--- config.mk ---
export PLATFORM = sky130hd
export DESIGN_NAME = staggered_multichannel_servo_pwm
export DESIGN_NICKNAME = d
export VERILOG_FILES = /design/src/hw/rtl/smpwm_pkg.sv /design/src/hw/rtl/staggered_multichannel_servo_pwm.sv /design/src/hw/rtl/smpwm_regs.sv /design/src/hw/rtl/smpwm_engine.sv
export SDC_FILE = /design/constraint.sdc
export NUM_CORES = 1
export LEC_CHECK = 0
export BUFFER_PORTS_ARGS = -buffer_cell sky130_fd_sc_hd__clkbuf_2
export CORE_MARGIN = 2
export CORE_UTILIZATION = 45
export CTS_BUF_LIST = sky130_fd_sc_hd__clkbuf_4 sky130_fd_sc_hd__clkbuf_8
export DETAILED_ROUTE_END_ITERATION = 16
export GPL_TIMING_DRIVEN = 0
export PLACE_DENSITY = 0.61
export SLEW_MARGIN = 5
export SYNTH_ARGS = -nofsm -noshare
export SYNTH_HDL_FRONTEND = slang
export SYNTH_SLANG_ARGS = --single-unit
--- constraint.sdc ---
create_clock -name clk -period 6.71 [get_ports clk]
set_input_delay 1.342 -clock clk [delete_from_list [all_inputs] [get_ports clk]]
set_output_delay 1.342 -clock clk [all_outputs]
set_load 0.05 [all_outputs]
--- src/hw/rtl/smpwm_pkg.sv ---
`timescale 1ns / 1ps
// ----------------------------------------------------------------------------
// smpwm_pkg
// Shared types and constants of the staggered multichannel servo PWM block.
// ----------------------------------------------------------------------------
package smpwm_pkg;

  localparam int CHANNELS     = 8;
  localparam int COUNT_BITS   = 24;
  localparam int PERIOD_BITS  = 24;
  localparam int STAGGER_BITS = 16;
  localparam int RANK_BITS    = $clog2(CHANNELS);
  localparam int PROD_BITS    = STAGGER_BITS + RANK_BITS + 1;
  localparam int SUM_BITS     = ((PROD_BITS > COUNT_BITS) ? PROD_BITS : COUNT_BITS) + 1;
  localparam int CMP_BITS     = (PERIOD_BITS > COUNT_BITS) ? PERIOD_BITS : COUNT_BITS;
  localparam int ADDR_BITS    = 3;
  localparam int DATA_BITS    = 32;

  localparam logic [PERIOD_BITS-1:0]  PERIOD_RESET  = PERIOD_BITS'(800000);
  localparam logic [STAGGER_BITS-1:0] STAGGER_RESET = STAGGER_BITS'(200);
  localparam logic [COUNT_BITS-1:0]   WIDTH_RESET   = COUNT_BITS'(200000);

  // Input item function codes.
  localparam logic [1:0] FUNC_TICK   = 2'd0;
  localparam logic [1:0] FUNC_WIDTH  = 2'd1;
  localparam logic [1:0] FUNC_ENABLE = 2'd2;

  // Register indexes on the configuration port.
  localparam logic REG_PERIOD  = 1'b0;
  localparam logic REG_STAGGER = 1'b1;

  typedef struct packed {
    logic [1:0]  func;
    logic [2:0]  channel;
    logic [23:0] pulse_width;
    logic [7:0]  enable_mask;
  } in_item_t;

  typedef struct packed {
    logic [7:0] pwm_out;
    logic       frame_start;
  } out_item_t;

  typedef struct packed {
    logic [PERIOD_BITS-1:0]  period;
    logic [STAGGER_BITS-1:0] stagger;
  } cfg_t;

endpackage

--- src/hw/rtl/staggered_multichannel_servo_pwm.sv ---
`timescale 1ns / 1ps
// ----------------------------------------------------------------------------
// staggered_multichannel_servo_pwm
// Eight-channel servo PWM generator with staggered turn-on by width rank.
// ----------------------------------------------------------------------------
// Each input transaction yields one result transaction. A width or enable
// write sets the engine's done flag, and its result is then registered in
// the output register. A timer tick evaluates the channels one at a time:
// each channel's turn-on time is formed by one shared multiplier in S_MUL
// and then checked by one shared adder and two comparators in S_CMP, and after
// the last channel the frame count is updated and the levels move out. A
// tick that opens a new frame adds the ranking pass first, in which a
// separate comparator on the shared width read port orders the latched
// widths one pair per cycle. One transaction is in work at a time; the next
// is taken once the engine is free and the output register is empty
// or being emptied.
module staggered_multichannel_servo_pwm (
  input  logic                             clk,
  input  logic                             rst,
  input  logic                             in_valid,
  output logic                             in_stall,
  input  smpwm_pkg::in_item_t              in_data,
  output logic                             out_valid,
  input  logic                             out_stall,
  output smpwm_pkg::out_item_t             out_data,
  input  logic                             psel,
  input  logic                             penable,
  input  logic                             pwrite,
  input  logic [smpwm_pkg::ADDR_BITS-1:0]  paddr,
  input  logic [smpwm_pkg::DATA_BITS-1:0]  pwdata,
  output logic [smpwm_pkg::DATA_BITS-1:0]  prdata,
  output logic                             pready
);

  smpwm_pkg::cfg_t      cfg;
  smpwm_pkg::out_item_t eng_result;
  logic                 eng_busy;
  logic                 eng_done;
  logic                 accept;

  assign in_stall = eng_busy || (out_valid && out_stall);
  assign accept   = in_valid && !in_stall;

  smpwm_regs u_regs (
    .clk     (clk),
    .rst     (rst),
    .psel    (psel),
    .penable (penable),
    .pwrite  (pwrite),
    .paddr   (paddr),
    .pwdata  (pwdata),
    .prdata  (prdata),
    .pready  (pready),
    .cfg     (cfg)
  );

  smpwm_engine u_engine (
    .clk    (clk),
    .rst    (rst),
    .go     (accept),
    .item   (in_data),
    .cfg    (cfg),
    .busy   (eng_busy),
    .done   (eng_done),
    .result (eng_result)
  );

  // Output register; a finished result never meets a full register because
  // a transaction is only accepted when this register is free or being emptied.
  always_ff @(posedge clk) begin
    if (rst) begin
      out_valid <= 1'b0;
    end else if (eng_done) begin
      out_valid <= 1'b1;
      out_data  <= eng_result;
    end else if (out_valid && !out_stall) begin
      out_valid <= 1'b0;
    end
  end

endmodule

--- src/hw/rtl/smpwm_regs.sv ---
`timescale 1ns / 1ps
// ----------------------------------------------------------------------------
// smpwm_regs
// APB register file holding the frame period and the turn-on stagger.
// ----------------------------------------------------------------------------
module smpwm_regs (
  input  logic                                 clk,
  input  logic                                 rst,
  input  logic                                 psel,
  input  logic                                 penable,
  input  logic                                 pwrite,
  input  logic [smpwm_pkg::ADDR_BITS-1:0]      paddr,
  input  logic [smpwm_pkg::DATA_BITS-1:0]      pwdata,
  output logic [smpwm_pkg::DATA_BITS-1:0]      prdata,
  output logic                                 pready,
  output smpwm_pkg::cfg_t                      cfg
);

  logic wr_en;
  logic reg_sel;

  assign pready  = 1'b1;
  assign reg_sel = paddr[2];
  assign wr_en   = psel && penable && pwrite;

  always_ff @(posedge clk) begin
    if (rst) begin
      cfg.period  <= smpwm_pkg::PERIOD_RESET;
      cfg.stagger <= smpwm_pkg::STAGGER_RESET;
    end else if (wr_en) begin
      unique case (reg_sel)
        smpwm_pkg::REG_PERIOD:  cfg.period  <= pwdata[smpwm_pkg::PERIOD_BITS-1:0];
        smpwm_pkg::REG_STAGGER: cfg.stagger <= pwdata[smpwm_pkg::STAGGER_BITS-1:0];
        default: ;
      endcase
    end
  end

  always_comb begin
    unique case (reg_sel)
      smpwm_pkg::REG_PERIOD:  prdata = smpwm_pkg::DATA_BITS'(cfg.period);
      smpwm_pkg::REG_STAGGER: prdata = smpwm_pkg::DATA_BITS'(cfg.stagger);
      default:                prdata = '0;
    endcase
  end

endmodule

--- src/hw/rtl/smpwm_engine.sv ---
`timescale 1ns / 1ps
// ----------------------------------------------------------------------------
// smpwm_engine
// Channel state and the sequencer that ranks channels and evaluates levels
// one channel at a time through a shared multiplier, adder and comparator.
// ----------------------------------------------------------------------------
module smpwm_engine (
  input  logic                  clk,
  input  logic                  rst,
  input  logic                  go,
  input  smpwm_pkg::in_item_t   item,
  input  smpwm_pkg::cfg_t       cfg,
  output logic                  busy,
  output logic                  done,
  output smpwm_pkg::out_item_t  result
);

  typedef enum logic [4:0] {
    S_IDLE = 5'b00001,
    S_RKEY = 5'b00010,
    S_RCMP = 5'b00100,
    S_MUL  = 5'b01000,
    S_CMP  = 5'b10000
  } state_t;

  localparam logic [smpwm_pkg::RANK_BITS-1:0] LAST = smpwm_pkg::RANK_BITS'(smpwm_pkg::CHANNELS - 1);

  state_t state;
  logic   fin;

  logic [smpwm_pkg::COUNT_BITS-1:0]  frame_count;
  logic [smpwm_pkg::COUNT_BITS-1:0]  shadow_width [smpwm_pkg::CHANNELS];
  logic [smpwm_pkg::COUNT_BITS-1:0]  active_width [smpwm_pkg::CHANNELS];
  logic [smpwm_pkg::RANK_BITS-1:0]   channel_rank [smpwm_pkg::CHANNELS];
  logic [smpwm_pkg::CHANNELS-1:0]    shadow_enable;
  logic [smpwm_pkg::CHANNELS-1:0]    active_enable;
  logic [smpwm_pkg::CHANNELS-1:0]    pwm_level;
  logic [smpwm_pkg::CHANNELS-1:0]    level_acc;
  logic [smpwm_pkg::PERIOD_BITS-1:0] period_eff;
  logic                              start_flag;

  logic [smpwm_pkg::RANK_BITS-1:0]   idx_a;
  logic [smpwm_pkg::RANK_BITS-1:0]   idx_b;
  logic [smpwm_pkg::RANK_BITS-1:0]   idx_i;
  logic [smpwm_pkg::RANK_BITS-1:0]   rank_acc;
  logic [smpwm_pkg::COUNT_BITS-1:0]  key;
  logic [smpwm_pkg::PROD_BITS-1:0]   prod;

  logic [smpwm_pkg::RANK_BITS-1:0]   rd_idx;
  logic [smpwm_pkg::COUNT_BITS-1:0]  rd_width;
  logic [smpwm_pkg::RANK_BITS:0]     rank_p1;
  logic [smpwm_pkg::PERIOD_BITS-1:0] period_now;
  logic                              new_frame;
  logic                              less;
  logic [smpwm_pkg::RANK_BITS-1:0]   rank_acc_next;
  logic [smpwm_pkg::SUM_BITS-1:0]    off_time;
  logic                              hit;
  logic [smpwm_pkg::CHANNELS-1:0]    level_next;
  logic [smpwm_pkg::COUNT_BITS-1:0]  count_inc;

  // The engine stays busy while a transaction is in work and while done is high.
  assign busy = (state != S_IDLE) || fin || done;

  // Single read port into the active widths, shared by ranking and levels.
  always_comb begin
    unique case (state)
      S_RKEY:  rd_idx = idx_a;
      S_RCMP:  rd_idx = idx_b;
      default: rd_idx = idx_i;
    endcase
  end
  assign rd_width = active_width[rd_idx];

  assign period_now = (cfg.period == '0) ? smpwm_pkg::PERIOD_BITS'(1) : cfg.period;
  assign new_frame  = (frame_count == '0) ||
                      (smpwm_pkg::CMP_BITS'(frame_count) >= smpwm_pkg::CMP_BITS'(period_now));

  // Lower width ranks first; equal widths are ordered by channel index.
  assign less          = (rd_width < key) || ((rd_width == key) && (idx_b < idx_a));
  assign rank_acc_next = rank_acc + smpwm_pkg::RANK_BITS'(less);

  assign rank_p1  = {1'b0, channel_rank[idx_i]} + 1'b1;
  assign off_time = smpwm_pkg::SUM_BITS'(prod) + smpwm_pkg::SUM_BITS'(rd_width);
  assign hit      = active_enable[idx_i] &&
                    (smpwm_pkg::SUM_BITS'(frame_count) >= smpwm_pkg::SUM_BITS'(prod)) &&
                    (smpwm_pkg::SUM_BITS'(frame_count) < off_time);

  always_comb begin
    level_next        = level_acc;
    level_next[idx_i] = hit;
  end

  assign count_inc = frame_count + 1'b1;

  always_ff @(posedge clk) begin
    if (rst) begin
      state         <= S_IDLE;
      done          <= 1'b0;
      fin           <= 1'b0;
      frame_count   <= '0;
      shadow_enable <= '1;
      active_enable <= '1;
      pwm_level     <= '0;
      for (int k = 0; k < smpwm_pkg::CHANNELS; k++) begin
        shadow_width[k] <= smpwm_pkg::WIDTH_RESET;
        active_width[k] <= smpwm_pkg::WIDTH_RESET;
        channel_rank[k] <= smpwm_pkg::RANK_BITS'(k);
      end
    end else begin
      done <= 1'b0;
      fin  <= 1'b0;
      // The count update comes in the cycle after the last channel is evaluated, on the registered fin flag.
      if (fin) begin
        pwm_level          <= level_acc;
        result.pwm_out     <= 8'(level_acc);
        result.frame_start <= start_flag;
        done               <= 1'b1;
        if (smpwm_pkg::CMP_BITS'(count_inc) >= smpwm_pkg::CMP_BITS'(period_eff)) begin
          frame_count <= '0;
        end else begin
          frame_count <= count_inc;
        end
      end
      unique case (state)
        S_IDLE: begin
          if (go) begin
            case (item.func)
              smpwm_pkg::FUNC_TICK: begin
                period_eff <= period_now;
                idx_i      <= '0;
                start_flag <= new_frame;
                if (new_frame) begin
                  frame_count   <= '0;
                  active_enable <= shadow_enable;
                  for (int k = 0; k < smpwm_pkg::CHANNELS; k++) begin
                    active_width[k] <= shadow_width[k];
                  end
                  idx_a <= '0;
                  state <= S_RKEY;
                end else begin
                  state <= S_MUL;
                end
              end
              smpwm_pkg::FUNC_WIDTH: begin
                if (32'(item.channel) < smpwm_pkg::CHANNELS) begin
                  shadow_width[smpwm_pkg::RANK_BITS'(item.channel)] <=
                    smpwm_pkg::COUNT_BITS'(item.pulse_width);
                end
                done <= 1'b1;
              end
              smpwm_pkg::FUNC_ENABLE: begin
                shadow_enable <= smpwm_pkg::CHANNELS'(item.enable_mask);
                done          <= 1'b1;
              end
              default: begin
                done <= 1'b1;
              end
            endcase
            if (item.func != smpwm_pkg::FUNC_TICK) begin
              result.pwm_out     <= 8'(pwm_level);
              result.frame_start <= 1'b0;
            end
          end
        end
        S_RKEY: begin
          key      <= rd_width;
          rank_acc <= '0;
          idx_b    <= '0;
          state    <= S_RCMP;
        end
        S_RCMP: begin
          rank_acc <= rank_acc_next;
          idx_b    <= idx_b + 1'b1;
          if (idx_b == LAST) begin
            channel_rank[idx_a] <= rank_acc_next;
            if (idx_a == LAST) begin
              state <= S_MUL;
            end else begin
              idx_a <= idx_a + 1'b1;
              state <= S_RKEY;
            end
          end
        end
        S_MUL: begin
          prod  <= smpwm_pkg::PROD_BITS'(cfg.stagger) * smpwm_pkg::PROD_BITS'(rank_p1);
          state <= S_CMP;
        end
        S_CMP: begin
          level_acc <= level_next;
          if (idx_i == LAST) begin
            fin   <= 1'b1;
            state <= S_IDLE;
          end else begin
            idx_i <= idx_i + 1'b1;
            state <= S_MUL;
          end
        end
        default: state <= S_IDLE;
      endcase
    end
  end

endmodule
==> results.sh, run 1 <==
export IMPL_worst_endpoint_arrival_ps=6860
export IMPL_synthesis_instances=2788
export IMPL_floorplan_die_area_um2=71180
export IMPL_tritoncts="yes"
export IMPL_synth_fa_ha_area_frac=0.08792
export IMPL_htree_levels=3
export IMPL_hold_worst_slack_ps=450.4
export IMPL_ctsLongestPathBuffers=3
export IMPL_globalRoute_totalOverflow=0
export IMPL_setup_worst_path_end_class="flip-flop"
export IMPL_final_hold_violation_count=0
export IMPL_timing_slew_headroom=0.2362
export IMPL_route_final_wire_length_um=80900
export IMPL_worst_pin_slew_ps=1146
export IMPL_min_delay_path_class="flip-flop to flip-flop"
export IMPL_clock_tree_root_cell="sky130_fd_sc_hd__clkbuf_8"
export IMPL_finalSetupViolations=0
export IMPL_grt_start_max_net_pins=126
export IMPL_number_of_flip_flops_and_latches_in_the_synthesized_netlist=614
export IMPL_vias_in_the_first_global_route=21460
export IMPL_layout_cells_non_filler=3986
export IMPL_ioPinCount=123
export IMPL_synth_compound_area_share=0.06969
export IMPL_sum_of_internal_switching_and_leakage_power_mw=11.39
export IMPL_detailroute_via_count=21440
export IMPL_timing_hold_worst_start="u_engine.result[2]"
export IMPL_p_int_mw=7.478
export IMPL_path_type_of_the_worst_setup_path="flip-flop to flip-flop"
export IMPL_worst_setup_path_start_kind="flip-flop"
export IMPL_run_status="finished, final reports clean"
export IMPL_synth_top_cells_by_area="sky130_fd_sc_hd__edfxtp_1 (50%), sky130_fd_sc_hd__ha_1 (6.9%), sky130_fd_sc_hd__dfxtp_1 (6.4%)"
export IMPL_maxCapViolations=0
export IMPL_post_route_period_util=0.9535
export IMPL_synth_avg_cell_area_um2=11.15
export IMPL_final_net_count=3302
export IMPL_pre_cts_ws_ps=-1834
export IMPL_cts_hold_fix_buffers=0
export IMPL_clock_skew_final_ps=47.29
export IMPL_p_per_area_nw_per_um2=322.0
export IMPL_clock_power_frac=0.291
export IMPL_synth_seq_area_share=0.5614
export IMPL_leakage_power_of_the_design_nw=14.11
export IMPL_grt_first_pass_wirelength_um=122800
export IMPL_synth_area_leader_cell="sky130_fd_sc_hd__edfxtp_1"
export IMPL_crit_path_max_fanout=10
export IMPL_synth_async_reset_ratio=0
export IMPL_fp_dieH_um=266.8
export IMPL_fmax_mhz=156.3
export IMPL_ir_worst_vdd_uv=175.0
export IMPL_gp_routability_congestion=0.9081
export IMPL_place_detailed_instances=3792
export IMPL_globalRouteTotalUtil=0.2293
export IMPL_residual_antenna_violating_net_count_after_detailed_routing=0
export IMPL_flow_area_growth_from_synthesis_pct=13.86
export IMPL_numPortBuffers=103
export IMPL_ff_to_ff_start="u_engine.state[1]"
export IMPL_wl_per_cell_um=20.30
export IMPL_total_switching_power_mw=3.916
export IMPL_ys_types=88
export IMPL_synthSimpleGateAreaFrac=0.2087
export IMPL_fp_dieW_um=266.8
export IMPL_critical_path_slowest_cell="sky130_fd_sc_hd__or4b_2"
export IMPL_first_iter_violations=1476
export IMPL_synthFlopType="sky130_fd_sc_hd__edfxtp_1"
export IMPL_cts_sinks=614
export IMPL_coreArea_um2=68470
export IMPL_core_rowCount=96
export IMPL_main_combinational_cell_family_by_area_after_synthesis="simple AND/OR/NAND/NOR gates"
export IMPL_swShare=0.3437
export IMPL_timing_critical_path_from="u_engine.state[1]"
export IMPL_final_layout_size_suffix_gt1_frac=0.1405
export IMPL_critical_path_required_ps=7170
export IMPL_antenna_violations_before_repair=4
export IMPL_synthXorXnorAreaFrac=0.01353
export IMPL_via_density=5.379
export IMPL_slack_of_the_critical_path_ps=312.1
export IMPL_worst_skew_pair_late_latency_ps=730
export IMPL_netlist_area_leader_share=0.4976
export IMPL_clk_transition_reported_paths_ps=60
export IMPL_number_of_enable_flip_flop_cells_after_synthesis=515
export IMPL_dpl_hpwl_um=59110
export IMPL_initial_core_utilization=0.4539
export IMPL_synth_area_mux_share=0.02093
export IMPL_yosysWarningCount=0
export IMPL_cts_buffers=102
export IMPL_post_route_drc_count=0
export IMPL_drt_first_pass_iters=5
export IMPL_power_frac_seq=0.396
export IMPL_min_period_ps=6398
export IMPL_finalMaxSlewViolations=0
export IMPL_syn_area_um2=31080
export IMPL_cpPeakStageDelay_ps=660
export IMPL_p_comb_frac=0.312
==> critical path, delay by kind of cell, from the launching register on <==
| kind | cells | cell delay, ps |
|---|---|---|
| buffers and inverters | 4 | 900 |
| adder cells (fa/ha/maj) | 2 | 640 |
| AND/OR/NAND/NOR | 8 | 1570 |
| AO/OA/AOI/OAI | 12 | 2460 |
| flip-flops | 1 | 420 |
| XOR/XNOR | 1 | 130 |
==> metal layers <==
layer | routed length [um] | global-route usage | up-vias
met1 | 32810 | 0.2793 | 10440
met2 | 41410 | 0.4093 | 579
met5 | 0 | 0 | -
li1 | - | - | 10260
met3 | 3889 | 0.03423 | 159
met4 | 2789 | 0.08731 | 0
==> layout by cell type (no fill, tap or decap), types with 92 or more instances in the layout <==
master                     instances
sky130_fd_sc_hd__edfxtp_1        515
sky130_fd_sc_hd__clkbuf_8        108
sky130_fd_sc_hd__clkbuf_2        126
sky130_fd_sc_hd__a21oi_1         103
sky130_fd_sc_hd__and2_1          285
sky130_fd_sc_hd__ha_1            172
sky130_fd_sc_hd__nor2_1          100
sky130_fd_sc_hd__nand3_1         127
sky130_fd_sc_hd__nand2_1         388
sky130_fd_sc_hd__inv_1           145
sky130_fd_sc_hd__dfxtp_1          93
sky130_fd_sc_hd__clkbuf_1         92
==> synthesized netlist by cell type (all sizes together) (27+ instances only) <==
| cell | number |
|---|---|
| a21o | 47 |
| a21oi | 105 |
| and2 | 285 |
| buf | 31 |
| clkbuf | 118 |
| dfxtp | 99 |
| edfxtp | 515 |
| fa | 29 |
| ha | 172 |
| inv | 145 |
| nand2 | 388 |
| nand2b | 78 |
| nand3 | 127 |
| nor2 | 103 |
| nor2b | 67 |
| nor3 | 38 |
| o21ai | 80 |
| or2 | 32 |
| or3 | 47 |
| xnor2 | 27 |
==> logic make-up after synthesis <==
kind of cell | after synthesis
DFF | 614
and+or+nand+nor | 1245
AOI/OAI and AO/OA | 338
xor gates and xnor gates | 48
adders and majority gates | 201
other | 2
buffers and inverters | 294
muxes | 46
==> power by group through the flow <==
stage,logic [mW],registers [mW],clock network [mW]
finish,3.56,4.51,3.32
global route,3.97,4.53,3.55
CTS,3.50,4.51,3.39
detailed placement,3.42,4.57,0
global placement,3.31,4.59,0
floorplan,2.35,4.57,0
==> flip-flops by register name (all words and copies together) (netlist names), 20 cells and up, named ones only <==
name and flops:
u_engine.active_width 192, u_engine.frame_count 24, u_engine.channel_rank 24, u_engine.prod 20, u_engine.period_eff 24, u_regs.cfg 40, u_engine.key 24, u_engine.shadow_width 192
==> cell type report <==
cell class,count,area [um2]
well taps,882,1104
multi-input cells,1887,12720
flip-flops and latches,614,17460
repair buffers,124,844.6
inverters,145,544.3
plain buffers,148,684.4
clock buffers,145,1764
clock inverters,40,265.3
fillers,6066,33080
diodes,1,2.502
==> repair_timing <==
action | in CTS | in global routing
endpoints found under the setup margin | 19 | 12
buffers inserted | 2 | 7
pin swaps | 2 | 3
resized for setup | 45 | 40
==> per-stage QoR <==
step | utilization | area (um2) | TNS, ps
finish | 0.5168 | 35390 | 0
floorplan | - | 31110 | 0
CTS | 0.5145 | 35230 | 0
global placement | 0.4780 | 32730 | -149110
global route | 0.5168 | 35390 | -85.04
detailed placement | 0.4825 | 33040 | -19910
==> path summary, 6_finish.rpt <==
kind / endpoint / depth (start not counted) / slack (ps)
max: u_engine.level_acc[2] / 27 / 310
min: out_data[2] / 0 / 450
max reg2reg: u_engine.level_acc[2] / 27 / 310
min reg2reg: out_data[2] / 0 / 450
Note: power is estimated with default switching activity, not from simulation.
==> run 2: changes to the inputs <==
--- a/config.mk
+++ b/config.mk
@@ -11,7 +11,7 @@
 export CTS_BUF_LIST = sky130_fd_sc_hd__clkbuf_4 sky130_fd_sc_hd__clkbuf_8
 export DETAILED_ROUTE_END_ITERATION = 16
 export GPL_TIMING_DRIVEN = 0
-export PLACE_DENSITY = 0.61
+export PLACE_DENSITY = 0.59
 export SLEW_MARGIN = 5
 export SYNTH_ARGS = -nofsm -noshare
 export SYNTH_HDL_FRONTEND = slang
==> run 2 against run 1 <==
- core utilization barely moved
- sequential share of layout area fell by 0.058 points
- maximum frequency fell by 1.1%
- hold slack improved by 3.3 ps
- largest power group unchanged
- final area barely moved
- final cell count rose by 0.33%
- total power rose by 0.28%
- non-clock buffer count rose by 1
- highest routed layer unchanged
==> results.sh, run 2 (synthesized netlist as in run 1, its figures left out) <==
export IMPL_fp_dieW_um=266.8
export IMPL_layout_cells_most_common_list="sky130_fd_sc_hd__edfxtp_1 (515), sky130_fd_sc_hd__nand2_1 (388), sky130_fd_sc_hd__and2_1 (285), sky130_fd_sc_hd__ha_1 (172), sky130_fd_sc_hd__inv_1 (145)"
export IMPL_ctsLongestPathBuffers=3
export IMPL_clk_transition_reported_paths_ps=60
export IMPL_worst_endpoint_arrival_ps=6930
export IMPL_gp_routability_congestion=0.8860
export IMPL_finalInstanceArea_um2=35420
export IMPL_utilization=0.5173
export IMPL_final_net_count=3305
export IMPL_min_delay_path_class="flip-flop to flip-flop"
export IMPL_cpPeakStageDelay_ps=670
export IMPL_biggestRegsByFlops="u_engine.active_width x192, u_engine.shadow_width x192, u_regs.cfg x40"
export IMPL_fp_dieH_um=266.8
export IMPL_residual_antenna_violating_net_count_after_detailed_routing=0
export IMPL_worst_r2r_setup_slack_ps=240
export IMPL_pre_cts_ws_ps=-1841
export IMPL_slack_of_the_critical_path_ps=238.2
export IMPL_globalRoute_totalOverflow=0
export IMPL_worst_r2r_endpoint="u_engine.level_acc[2]"
export IMPL_timing_slew_headroom=0.1495
export IMPL_crit_path_max_fanout=10
export IMPL_clock_skew_final_ps=39.97
export IMPL_globalRouteTotalUtil=0.2315
export IMPL_timing_setup_tns_ps=0
export IMPL_initial_core_utilization=0.4539
export IMPL_worst_pin_slew_ps=1259
export IMPL_min_period_ps=6472
export IMPL_first_iter_violations=1390
export IMPL_numPortBuffers=103
export IMPL_r2r_cells=26
export IMPL_grt_start_max_net_pins=122
export IMPL_worst_setup_path_start_kind="flip-flop"
export IMPL_setup_worst_path_end_class="flip-flop"
export IMPL_htree_levels=3
export IMPL_layout_cells_non_filler=3999
export IMPL_sum_of_internal_switching_and_leakage_power_mw=11.43
export IMPL_min_path_cells=0
export IMPL_whs_endpoint="out_data[7]"
export IMPL_path_type_of_the_worst_setup_path="flip-flop to flip-flop"
export IMPL_dpl_hpwl_um=59740
export IMPL_drt_first_pass_iters=5
export IMPL_core_rowCount=96
export IMPL_detailroute_via_count=21350
export IMPL_finalMaxSlewViolations=0
export IMPL_ir_worst_vdd_uv=187.8
export IMPL_final_layout_size_suffix_gt1_frac=0.1395
export IMPL_cts_buffers=104
export IMPL_grt_first_pass_wirelength_um=123600
export IMPL_route_final_wire_length_um=81360
export IMPL_cts_sinks=614
export IMPL_critical_path_slowest_cell="sky130_fd_sc_hd__or4b_2"
export IMPL_ioPinCount=123
export IMPL_vias_in_the_first_global_route=21520
export IMPL_timing_hold_worst_start="u_engine.result[7]"
export IMPL_antenna_violations_before_repair=6
export IMPL_final_common_cell="sky130_fd_sc_hd__edfxtp_1"
export IMPL_tritoncts="yes"
export IMPL_run_status="finished, final reports clean"
export IMPL_final_hold_violation_count=0
export IMPL_wl_per_cell_um=20.34
export IMPL_fmax_mhz=154.5
export IMPL_coreArea_um2=68470
export IMPL_p_per_area_nw_per_um2=322.6
export IMPL_flow_area_growth_from_synthesis_pct=13.97
export IMPL_maxCapViolations=0
export IMPL_critical_path_required_ps=7170
export IMPL_placedInstanceArea_um2=33030
export IMPL_via_density=5.339
export IMPL_clock_tree_root_cell="sky130_fd_sc_hd__clkbuf_8"
export IMPL_finalSetupViolations=0
export IMPL_hold_worst_slack_ps=453.7
export IMPL_ff_to_ff_start="u_engine.state[4]"
export IMPL_leakage_power_of_the_design_nw=14.12
export IMPL_place_detailed_instances=3792
export IMPL_floorplan_die_area_um2=71180
export IMPL_post_route_drc_count=0
export IMPL_worst_skew_pair_late_latency_ps=740
export IMPL_post_route_period_util=0.9645
run 2: cell types whose count changed in the layout (fill, tap and decap cells not counted), sizes merged:
cell      delta
diode        +5
clkinvlp     +1
buf          -1
clkinv       +9
clkbuf       -1
run 2: power by group:
part	switching, mW	internal (mW)	leakage, nW
clock network	1.57	1.78	1.09
logic	2.28	1.28	7.40
registers	0.0987	4.41	5.63
total	3.95	7.48	14.1
run 2: area by class of cell:
type / instances / area, um2
clock inverters: 50 / 315.3
repair buffers: 125 / 835.8
fillers: 6111 / 33050
diodes: 6 / 15.01
well taps: 882 / 1104
flip-flops and latches: 614 / 17450
inverters: 145 / 544.3
multi-input cells: 1887 / 12720
clock buffers: 142 / 1754
plain buffers: 148 / 678.2
run 2: critical path: cells and delay by family (launching register included):
kind / cells / cell delay, ps
compound gates: 12 / 2360
xor+xnor: 1 / 130
fa+ha+maj: 2 / 660
buf+inv: 3 / 750
flops: 1 / 380
simple gates: 8 / 1910
run 2: metal layers:
| layer | part of all wire | wire, um | track usage |
|---|---|---|---|
| met5 | 0 | 0 | 0 |
| met4 | 0.047 | 3816 | 0.1125 |
| met3 | 0.061 | 4929 | 0.04585 |
| met2 | 0.49 | 39840 | 0.3962 |
| met1 | 0.40 | 32770 | 0.2794 |
run 2: repair_timing:
item / 4_1_cts / 5_1_grt
gates cloned: 0 / 0
pin swaps: 4 / 3
setup endpoints to repair: 38 / 12
hold buffers: 0 / 0
setup buffers: 5 / 5
hold endpoints to repair: 0 / 0
gates resized for setup: 48 / 30
run 2: worst max path at each step:
stage | start | to | slack, ps | cells after the start
6_report | u_engine.state[4] | u_engine.level_acc[2] | 240 | 26
5_1_grt | u_engine.state[4] | u_engine.level_acc[0] | -0.9 | 26
4_1_cts | flip-flop | u_engine.prod[18] | 20 | 20
3_5_place_dp | u_engine.state[4] | u_engine.level_acc[2] | -1840 | 24
3_3_place_gp | u_engine.state[4] | u_engine.level_acc[2] | -2080 | 25
2_1_floorplan | u_engine.state[4] | u_engine.level_acc[0] | 630 | 25
